==> src/sv/tlvps_pkg.sv <==
`timescale 1ns / 1ps

package tlvps_pkg;

    // Width of the big-endian length field of a record, in bytes.
    localparam int unsigned LEN_BYTES = 3;
    localparam int unsigned LEN_IDX_W = 2;
    localparam int unsigned LEN_CNT_W = LEN_IDX_W + 1;
    localparam int unsigned ACC_W     = 24;

    localparam logic [7:0] TYPE_PAD_SINGLE = 8'd0;
    localparam logic [7:0] TYPE_PADN       = 8'd1;

    typedef enum logic [1:0] {
        PH_HEADER = 2'd0,
        PH_TYPE   = 2'd1,
        PH_LENGTH = 2'd2,
        PH_BODY   = 2'd3
    } phase_t;

    typedef struct packed {
        logic [7:0] data;
        logic       last;
    } tlvps_item_t;

    typedef struct packed {
        logic [7:0] data;
        logic       keep;
        logic       stream_end;
        logic       truncated;
    } tlvps_result_t;

endpackage

==> src/sv/tlv_padding_stripper.sv <==
`timescale 1ns / 1ps

// Padding stripper for a stored type-length-value file, one byte per beat.
// Input channel: in_valid, in_stall, in_byte, in_last (in_last marks the final byte).
// Output channel: out_valid, out_stall, out_byte, keep, stream_end, truncated.
// Every input beat gives exactly one output beat with the byte echoed and a keep
// flag; Pad1 and PadN records are marked with keep low, everything else high.
// The register header_bytes is written with cfg_write_en and takes effect at once;
// write it only while no beats are in flight.
// An accepted input beat reaches its output beat through an input register and a
// result register. One beat is taken every cycle unless an output stall backs up both.
// Reset clears both stages, returns the parser to the header phase and sets
// header_bytes to 4. A stall on the output holds the result register and, once the
// input register is also full, raises in_stall in the same cycle.
// The final byte returns the parser to the header phase for the next file.

module tlv_padding_stripper
    import tlvps_pkg::*;
(
    input  logic       clk,
    input  logic       rst_n,
    input  logic       cfg_write_en,
    input  logic [7:0] header_bytes,
    input  logic       in_valid,
    output logic       in_stall,
    input  logic [7:0] in_byte,
    input  logic       in_last,
    output logic       out_valid,
    input  logic       out_stall,
    output logic [7:0] out_byte,
    output logic       keep,
    output logic       stream_end,
    output logic       truncated
);

    logic          advance;
    logic          item_valid;
    tlvps_item_t   item;
    tlvps_result_t result;

    tlvps_in_stage u_in_stage (
        .clk        (clk),
        .rst_n      (rst_n),
        .in_valid   (in_valid),
        .in_stall   (in_stall),
        .in_byte    (in_byte),
        .in_last    (in_last),
        .advance    (advance),
        .item_valid (item_valid),
        .item       (item)
    );

    tlvps_parser u_parser (
        .clk          (clk),
        .rst_n        (rst_n),
        .cfg_write_en (cfg_write_en),
        .header_bytes (header_bytes),
        .item_fire    (item_valid && advance),
        .item         (item),
        .result       (result)
    );

    tlvps_out_stage u_out_stage (
        .clk        (clk),
        .rst_n      (rst_n),
        .item_valid (item_valid),
        .result     (result),
        .advance    (advance),
        .out_valid  (out_valid),
        .out_stall  (out_stall),
        .out_byte   (out_byte),
        .keep       (keep),
        .stream_end (stream_end),
        .truncated  (truncated)
    );

endmodule

==> src/sv/tlvps_in_stage.sv <==
`timescale 1ns / 1ps

module tlvps_in_stage
    import tlvps_pkg::*;
(
    input  logic        clk,
    input  logic        rst_n,
    input  logic        in_valid,
    output logic        in_stall,
    input  logic [7:0]  in_byte,
    input  logic        in_last,
    input  logic        advance,
    output logic        item_valid,
    output tlvps_item_t item
);

    logic        valid_reg;
    logic        valid_next;
    tlvps_item_t item_reg;
    logic        load;

    assign load       = !valid_reg || advance;
    assign valid_next = load ? in_valid : valid_reg;
    assign in_stall   = valid_reg && !advance;
    assign item_valid = valid_reg;
    assign item       = item_reg;

    always_ff @(posedge clk or negedge rst_n)
    begin
        if (!rst_n)
        begin
            valid_reg <= 1'b0;
        end
        else
        begin
            valid_reg <= valid_next;
        end
    end

    always_ff @(posedge clk)
    begin
        if (load && in_valid)
        begin
            item_reg.data <= in_byte;
            item_reg.last <= in_last;
        end
    end

endmodule

==> src/sv/tlvps_parser.sv <==
`timescale 1ns / 1ps

module tlvps_parser
    import tlvps_pkg::*;
(
    input  logic          clk,
    input  logic          rst_n,
    input  logic          cfg_write_en,
    input  logic [7:0]    header_bytes,
    input  logic          item_fire,
    input  tlvps_item_t   item,
    output tlvps_result_t result
);

    logic [7:0]           header_bytes_reg;
    phase_t               phase_reg;
    phase_t               phase_next;
    logic [7:0]           header_count_reg;
    logic [7:0]           header_count_next;
    logic [LEN_IDX_W-1:0] length_index_reg;
    logic [LEN_IDX_W-1:0] length_index_next;
    logic [ACC_W-1:0]     length_acc_reg;
    logic [ACC_W-1:0]     length_acc_next;
    logic [ACC_W-1:0]     bytes_remaining_reg;
    logic [ACC_W-1:0]     bytes_remaining_next;
    logic                 dropping_reg;
    logic                 dropping_next;

    phase_t               phase_eff;
    phase_t               phase_upd;
    logic [7:0]           header_count_inc;
    logic [ACC_W-1:0]     length_acc_sum;
    logic [LEN_CNT_W-1:0] length_index_sum;
    logic [ACC_W-1:0]     bytes_remaining_dec;
    logic                 keep;

    // A header already complete (or cut short by a register write) parses as a type byte.
    assign phase_eff = (phase_reg == PH_HEADER && header_count_reg >= header_bytes_reg)
                       ? PH_TYPE : phase_reg;

    assign header_count_inc    = header_count_reg + 8'd1;
    assign length_acc_sum      = {length_acc_reg[ACC_W-9:0], item.data};
    assign length_index_sum    = {1'b0, length_index_reg} + LEN_CNT_W'(1);
    assign bytes_remaining_dec = bytes_remaining_reg - ACC_W'(1);

    always_comb
    begin
        phase_upd            = phase_eff;
        header_count_next    = header_count_reg;
        length_index_next    = length_index_reg;
        length_acc_next      = length_acc_reg;
        bytes_remaining_next = bytes_remaining_reg;
        dropping_next        = dropping_reg;
        case (phase_eff)
            PH_HEADER:
            begin
                header_count_next = header_count_inc;
                if (header_count_inc >= header_bytes_reg)
                begin
                    phase_upd = PH_TYPE;
                end
            end
            PH_TYPE:
            begin
                if (item.data != TYPE_PAD_SINGLE)
                begin
                    dropping_next     = (item.data == TYPE_PADN);
                    length_index_next = '0;
                    length_acc_next   = '0;
                    phase_upd         = PH_LENGTH;
                end
            end
            PH_LENGTH:
            begin
                length_acc_next = length_acc_sum;
                if (length_index_sum >= LEN_CNT_W'(LEN_BYTES))
                begin
                    length_index_next = '0;
                    if (length_acc_sum == '0)
                    begin
                        phase_upd = PH_TYPE;
                    end
                    else
                    begin
                        bytes_remaining_next = length_acc_sum;
                        phase_upd            = PH_BODY;
                    end
                end
                else
                begin
                    length_index_next = length_index_sum[LEN_IDX_W-1:0];
                end
            end
            PH_BODY:
            begin
                bytes_remaining_next = bytes_remaining_dec;
                if (bytes_remaining_dec == '0)
                begin
                    phase_upd = PH_TYPE;
                end
            end
            default:
            begin
                phase_upd = PH_HEADER;
            end
        endcase
        phase_next = phase_upd;
        if (item.last)
        begin
            phase_next           = PH_HEADER;
            header_count_next    = '0;
            length_index_next    = '0;
            length_acc_next      = '0;
            bytes_remaining_next = '0;
            dropping_next        = 1'b0;
        end
    end

    always_comb
    begin
        case (phase_eff)
            PH_HEADER: keep = 1'b1;
            PH_TYPE:   keep = (item.data != TYPE_PAD_SINGLE) && (item.data != TYPE_PADN);
            PH_LENGTH: keep = !dropping_reg;
            PH_BODY:   keep = !dropping_reg;
            default:   keep = 1'b0;
        endcase
        result.data       = item.data;
        result.keep       = keep;
        result.stream_end = item.last;
        result.truncated  = item.last && (phase_upd == PH_LENGTH || phase_upd == PH_BODY);
    end

    always_ff @(posedge clk or negedge rst_n)
    begin
        if (!rst_n)
        begin
            header_bytes_reg    <= 8'd4;
            phase_reg           <= PH_HEADER;
            header_count_reg    <= '0;
            length_index_reg    <= '0;
            length_acc_reg      <= '0;
            bytes_remaining_reg <= '0;
            dropping_reg        <= 1'b0;
        end
        else
        begin
            if (cfg_write_en)
            begin
                header_bytes_reg <= header_bytes;
            end
            if (item_fire)
            begin
                phase_reg           <= phase_next;
                header_count_reg    <= header_count_next;
                length_index_reg    <= length_index_next;
                length_acc_reg      <= length_acc_next;
                bytes_remaining_reg <= bytes_remaining_next;
                dropping_reg        <= dropping_next;
            end
        end
    end

    a_last_clears_state: assert property (@(posedge clk) disable iff (!rst_n)
        item_fire && item.last |=> phase_reg == PH_HEADER && header_count_reg == 8'd0
                                    && dropping_reg == 1'b0)
        else $error("state not cleared after final beat");

    a_length_index_range: assert property (@(posedge clk) disable iff (!rst_n)
        {1'b0, length_index_reg} < LEN_CNT_W'(LEN_BYTES))
        else $error("length index out of range");

    a_body_nonzero: assert property (@(posedge clk) disable iff (!rst_n)
        phase_reg == PH_BODY |-> bytes_remaining_reg != '0)
        else $error("body phase with no bytes remaining");

endmodule

==> src/sv/tlvps_out_stage.sv <==
`timescale 1ns / 1ps

module tlvps_out_stage
    import tlvps_pkg::*;
(
    input  logic          clk,
    input  logic          rst_n,
    input  logic          item_valid,
    input  tlvps_result_t result,
    output logic          advance,
    output logic          out_valid,
    input  logic          out_stall,
    output logic [7:0]    out_byte,
    output logic          keep,
    output logic          stream_end,
    output logic          truncated
);

    logic          valid_reg;
    logic          valid_next;
    tlvps_result_t result_reg;

    assign advance    = !valid_reg || !out_stall;
    assign valid_next = advance ? item_valid : valid_reg;

    assign out_valid  = valid_reg;
    assign out_byte   = result_reg.data;
    assign keep       = result_reg.keep;
    assign stream_end = result_reg.stream_end;
    assign truncated  = result_reg.truncated;

    always_ff @(posedge clk or negedge rst_n)
    begin
        if (!rst_n)
        begin
            valid_reg <= 1'b0;
        end
        else
        begin
            valid_reg <= valid_next;
        end
    end

    always_ff @(posedge clk)
    begin
        if (advance && item_valid)
        begin
            result_reg <= result;
        end
    end

    a_truncated_only_at_end: assert property (@(posedge clk) disable iff (!rst_n)
        valid_reg && result_reg.truncated |-> result_reg.stream_end)
        else $error("truncated flag on a beat that is not the final one");

endmodule

==> config.mk <==
export PLATFORM = sky130hd
export DESIGN_NAME = tlv_padding_stripper
export DESIGN_NICKNAME = d
export VERILOG_FILES = /design/src/sv/tlvps_pkg.sv /design/src/sv/tlv_padding_stripper.sv /design/src/sv/tlvps_in_stage.sv /design/src/sv/tlvps_parser.sv /design/src/sv/tlvps_out_stage.sv
export SDC_FILE = /design/constraint.sdc
export NUM_CORES = 1
export LEC_CHECK = 0
export BUFFER_PORTS_ARGS = -buffer_cell sky130_fd_sc_hd__buf_2
export CAP_MARGIN = 20
export CORE_UTILIZATION = 49
export CTS_BUF_LIST = sky130_fd_sc_hd__clkbuf_16
export DETAILED_ROUTE_END_ITERATION = 6
export PLACE_DENSITY = 0.67
export SLEW_MARGIN = 20
export SYNTH_ARGS = -nofsm -noshare
export SYNTH_HDL_FRONTEND = slang
export SYNTH_SLANG_ARGS = --single-unit
==> constraint.sdc <==
create_clock -name clk -period 5.45 [get_ports clk]
set_input_delay 0.8175 -clock clk [delete_from_list [all_inputs] [get_ports clk]]
set_output_delay 0.8175 -clock clk [all_outputs]
set_load 0.01 [all_outputs]
# Yosys cells after proc, flatten, opt, wreduce, memory -nomap -nowiden
# Index checks and enable logic that the tools add are counted.
# word_totals
out_inout_bits,13
ff_bits,83
elab_cells,85
input_bits,22
# op_classes
n_reduce_logical,29
mux,25
n_addsub,3
n_lt_le_gt_ge,3
eq_ne,10
# op_table
cell,n
$mux 24,3
$logic_not 24->1,2
$pmux 24 s2,1
$mux 16,2
$pmux 16 s2,1
$sub 24x1->24 const B,1
$mux 2,10
$ge 8x8->1,2
$mux 8,2
$add 8x1->8 const B,1
$eq 2x2->1 const B,4
$eq 8x1->1 const B,1
$ne 8x1->1 const B,1
$pmux 2 s4,1
$reduce_bool 8->1,1
$logic_and 1x1->1,6
$ne 3x2->1 const B,2
$reduce_and 3->1,2
$reduce_bool 2->1,3
$reduce_bool 3->1,2
$logic_not 1->1,5
$logic_not 2->1,2
$pmux 2 s2,1
$reduce_and 4->1,1
9 further kinds,13

# Logic depth before layout (Yosys ltp)
# logic_depth
ltp_word,8
depth_mapped,9
ltp_nobuf,8

# By module
# From an unflattened synthesis, not the netlist that was laid out.
# hier_totals
cells_unflattened,510
hier_area_um2,4812.1
# modules_own_cells
module,cells_per_inst,n_inst,area_each_um2,seq_area_each_um2
tlvps_parser,480,1,4100.2,1527.7
tlvps_out_stage,15,1,377.9,355.3
tlvps_in_stage,14,1,327.8,295.3
tlv_padding_stripper,1,1,6.3,0.0

# Worst setup path before layout
# OpenSTA, ideal clock, no wires.
# synth_timing
path_kind,register to register
start,reg u_parser.bytes_remaining_reg[0]
end,"reg u_out_stage.result_reg, in the netlist u_out_stage.truncated, data pin"
setup_ps,269
path_buffers,1
period_less_slack_ps,2735
stages_incl_launch_ff,10
arrival_ps,2466
slack_ps,2715
t_required_ps,5181
path_cell_list,dfrtp_1 inv_1 ha_1 or3b_2 buf_2 nor4_4 nand3_2 or3b_1 a2111oi_2 nor3b_1
# synth_lines
item,line_no,rtl
start: declaration,tlvps_parser.sv:24,logic [ACC_W-1:0] bytes_remaining_reg;
start signal: assignment,tlvps_parser.sv:158,bytes_remaining_reg <= bytes_remaining_next;
end signal: assignment,tlvps_out_stage.sv:48,result_reg <= result;
end: declaration,tlvps_out_stage.sv:21,tlvps_result_t result_reg;

# Worst setup path in the final report
# layout_timing
start,reg u_parser.header_count_reg[0]
end,reg u_parser.length_acc_reg[14]
# layout_via
elab_chain_cells,6
word_cells_on_any_way,10
classes_between,order compare (1); eq/ne (3); mux (3); reduce/logical (3)
# layout_rtl
item,line_no,rtl
start: declaration,tlvps_parser.sv:18,logic [7:0] header_count_reg;
start signal: assignment,tlvps_parser.sv:155,header_count_reg <= header_count_next;
$ge 8x8->1 *,tlvps_parser.sv:38,assign phase_eff = (phase_reg == PH_HEADER && header_count_reg >= header_bytes_reg)
$logic_and 1x1->1 *,tlvps_parser.sv:38,
$mux 2 *,tlvps_parser.sv:39,? PH_TYPE : phase_reg;
$eq 2x1->1 / $eq 2x2->1 (equally long branches),tlvps_parser.sv:54,case (phase_eff)
$ne 3x2->1 (no line) (tied with other cells),n/a,
$reduce_and 3->1 (no line) / $mux 16 (equally long branches),n/a,
end signal: assignment,tlvps_parser.sv:157,length_acc_reg <= length_acc_next;
end: declaration,tlvps_parser.sv:22,logic [ACC_W-1:0] length_acc_reg;
# Every way passes the cells marked *; elsewhere a longest branch is shown, timed or not.
# A chain may end at the register's enable or synchronous reset.

==> impl_metrics.py <==
metrics = {
    "place": {
        "io_buffers": 34,
        "post-place-ws_ps": 2505,
        "placed_cell_area_um2": 5134,
        "hpwl_um": 8641,
        "gp_congestion": 0.8947,
    },
    "global_route": {
        "antenna_found_initial": 0,
        "overflow": 0,
        "grt_pass1_wl_um": 20220,
        "grt_pass1_vias": 3995,
        "grt_max_degree": 64,
        "track_usage": 0.2595,
    },
    "floorplan": {
        "dieWidth_um": 102.2,
        "design.core.area_um2": 9729,
        "rows": 36,
        "ioPinCount": 35,
        "start_util": 0.5055,
        "dieArea_um2": 10440,
        "die_h_um": 102.2,
    },
    "setup_path": {
        "path_max_fanout": 12,
        "rr_startpoint": "u_parser.header_count_reg[0]",
        "worstPathCellList": "inv_1 -> ha_1 -> nand2b_1 -> a21o_1 -> a211o_1 -> a2111oi_2 -> o31ai_1 -> buf_4 -> o21ai_0",
        "startpoint": "u_parser.header_count_reg[0]",
        "cp.required_ps": 5690,
        "slowest_delay_ps": 670,
        "end_kind": "register",
        "path_class": "reg -> reg",
        "slowest_stage": "a2111oi_2",
        "critPathLaunchType": "register",
        "arrival_ps": 3280,
    },
    "hold_path": {
        "min_path_type": "reg -> reg",
        "min_from": "u_parser.length_index_reg[0]",
    },
    "layout": {
        "final_cell_mix": "dfrtp_1, o21ai_0, inv_1, nand2_1, buf_2",
        "flow.area_growth_from_synthesis_pct": 10.71,
        "largest_reg_flops": 24,
        "antennaDiodeCount": 0,
        "finish.utilization": 0.5597,
        "layout_commonest_cell": "dfrtp_1",
        "num-nets-final": 579,
        "drive_above_1_share": 0.1565,
        "fin_area_um2": 5445,
    },
    "timing": {
        "rsz0062_at_grt": "false",
        "worst_slack_ps": 2416,
        "drv_slew": 0,
        "finClkSkew_ps": 6.496,
        "setup_viol_count_final": 0,
        "finalCriticalPeriod_ps": 3034,
        "finalSetupTns_ps": 0,
        "worstMarginPinSlew_ps": 827.9,
        "timing.slew.headroom": 0.4481,
        "finalHoldViolCount": 0,
        "period_share": 0.5566,
        "fmax_mhz": 329.6,
    },
    "routing": {
        "first_pass_iters": 4,
        "via_per_inst": 6.217,
        "dr_total_vias": 4203,
        "wl_um": 12620,
        "drtIter0Drc": 254,
        "drcViolationCount": 0,
        "ant_nets": 0,
        "routedWlPerCell_um": 18.67,
    },
    "cts": {
        "numClockSinks": 83,
        "numCtsBuffers": 9,
        "clk_latency_ps": 340,
        "root_buffer": "clkbuf_16",
        "clkTransAtPathRegs_ps": 60,
        "h-tree-depth": 3,
        "cts_setup_buffers": 0,
        "clk_path_buf_depth": 2,
        "cts_tree": "built",
        "cts_hold_buf": 0,
        "ctsResizeCount": 0,
    },
    "yosys": {
        "synth_async_sr_flop_share": 0.7590,
        "synth_area_per_cell_um2": 9.569,
        "syn-instance-count": 514,
        "ys_seq_area_frac": 0.4429,
        "syn_nets": 555,
        "synth_area_um2": 4918,
        "synth_seq_cells": 83,
        "yosysUniqueCellTypes": 65,
        "synth_warnings": 0,
        "synth_edf_count": 20,
        "synth_top_flop_cell": "dfrtp_1",
    },
    "pwr": {
        "ir_drop_v": 0.0002553,
        "pwr-share-seq": 0.396,
        "p_int_w": 0.001479,
        "clkPwrFrac": 0.262,
        "leakagePower_nw": 2.486,
        "pwr_density_cell_nw_per_um2": 437.8,
        "combPwrFrac": 0.342,
        "switching_share": 0.3798,
        "switchingPower_w": 0.0009054,
    },
    "run_status": {
        "status": "complete, no violations",
    },
    "run": {
        "timing.max_cap.violations": 0,
    },
}
==> critical path, delay by kind of cell, from the launching register on <==
family          cells  cell delay (ps)
fa+ha+maj           1              310
simple gates        1              140
buf+inv             2              330
compound gates      5             1710
flops               1              440
==> path summary, 6_finish.rpt <==
check,endpoint,slack (ps),cells after the start
setup / recovery,u_parser.length_acc_reg[14],2420,9
max in group asynchronous,u_parser.bytes_remaining_reg[2],4250,2
hold / removal,u_parser.length_index_reg[0],490,1
hold reg to reg,u_parser.length_index_reg[0],490,1
setup reg to reg,u_parser.length_acc_reg[14],2420,9
min in group asynchronous,u_parser.header_bytes_reg[6],650,2
==> cells by family (layout without fill, tap and decap cells) <==
family,after synthesis,after routing,share of synthesized area
DFF,83,83,0.4429
adders and majority gates,19,19,0.04833
and+or+nand+nor,147,147,0.1595
xor gates and xnor gates,11,11,0.01959
AOI/OAI and AO/OA,176,176,0.2407
buffers and inverters,70,99,0.07097
muxes,8,8,0.01806
==> per-layer routing <==
metal,track usage,up-vias,share of wire
met5,0,-,0
met4,0.1088,0,0.027
met3,0.04514,24,0.057
met2,0.4197,160,0.47
met1,0.3454,2038,0.44
li1,-,1981,-
==> Yosys cell counts (4+ instances only) <==
library cell | number | area (µm²)
a211o_1 | 5 | 43.79
a211oi_1 | 4 | 30.03
a21o_1 | 16 | 120.1
a21oi_1 | 29 | 145.1
a22oi_1 | 16 | 120.1
a2bb2oi_1 | 4 | 35.03
a31o_2 | 4 | 35.03
and3_1 | 5 | 31.28
clkbuf_1 | 20 | 75.07
clkbuf_8 | 6 | 82.58
dfrtp_1 | 62 | 1551
edfxtp_1 | 20 | 600.6
ha_1 | 19 | 237.7
inv_1 | 37 | 138.9
mux2_2 | 7 | 78.83
nand2_1 | 35 | 131.4
nand3_1 | 13 | 65.06
nand4_1 | 7 | 43.79
nor2_1 | 24 | 90.09
nor3_1 | 18 | 90.09
nor3b_1 | 4 | 30.03
nor4_1 | 17 | 106.4
o211ai_1 | 5 | 37.54
o21a_1 | 6 | 45.04
o21ai_0 | 49 | 245.2
o311ai_0 | 7 | 61.31
o41ai_1 | 5 | 43.79
xnor2_1 | 6 | 52.55
xor2_1 | 5 | 43.79
==> power groups by stage <==
| stage | combinational (W) | clock (W) | sequential (W) |
|---|---|---|---|
| floorplan | 0.000648 | 0 | 0.000863 |
| global placement | 0.000783 | 0 | 0.000941 |
| detailed placement | 0.000802 | 0 | 0.000946 |
| CTS | 0.000810 | 0.000637 | 0.000937 |
| global route | 0.000902 | 0.000664 | 0.000960 |
| finish | 0.000816 | 0.000625 | 0.000944 |
==> layout make-up <==
| class | count | area (µm²) |
|---|---|---|
| fillers | 887 | 4284 |
| inverters | 38 | 142.6 |
| well taps | 133 | 166.4 |
| flip-flops and latches | 83 | 2178 |
| multi-input cells | 361 | 2399 |
| repair buffers | 45 | 252.7 |
| clock buffers | 10 | 250.2 |
| clock inverters | 6 | 56.30 |
==> per-stage QoR <==
stage / power [W] / hold WS, ps / std cells
floorplan: 0.001511 / 450.5 / 514
global placement: 0.001724 / 474.2 / 660
detailed placement: 0.001749 / 482.7 / 660
CTS: 0.002385 / 491.6 / 676
global route: 0.002526 / 501.1 / 676
finish: 0.002384 / 490.5 / 676
Power figures use the tool's default switching activity.
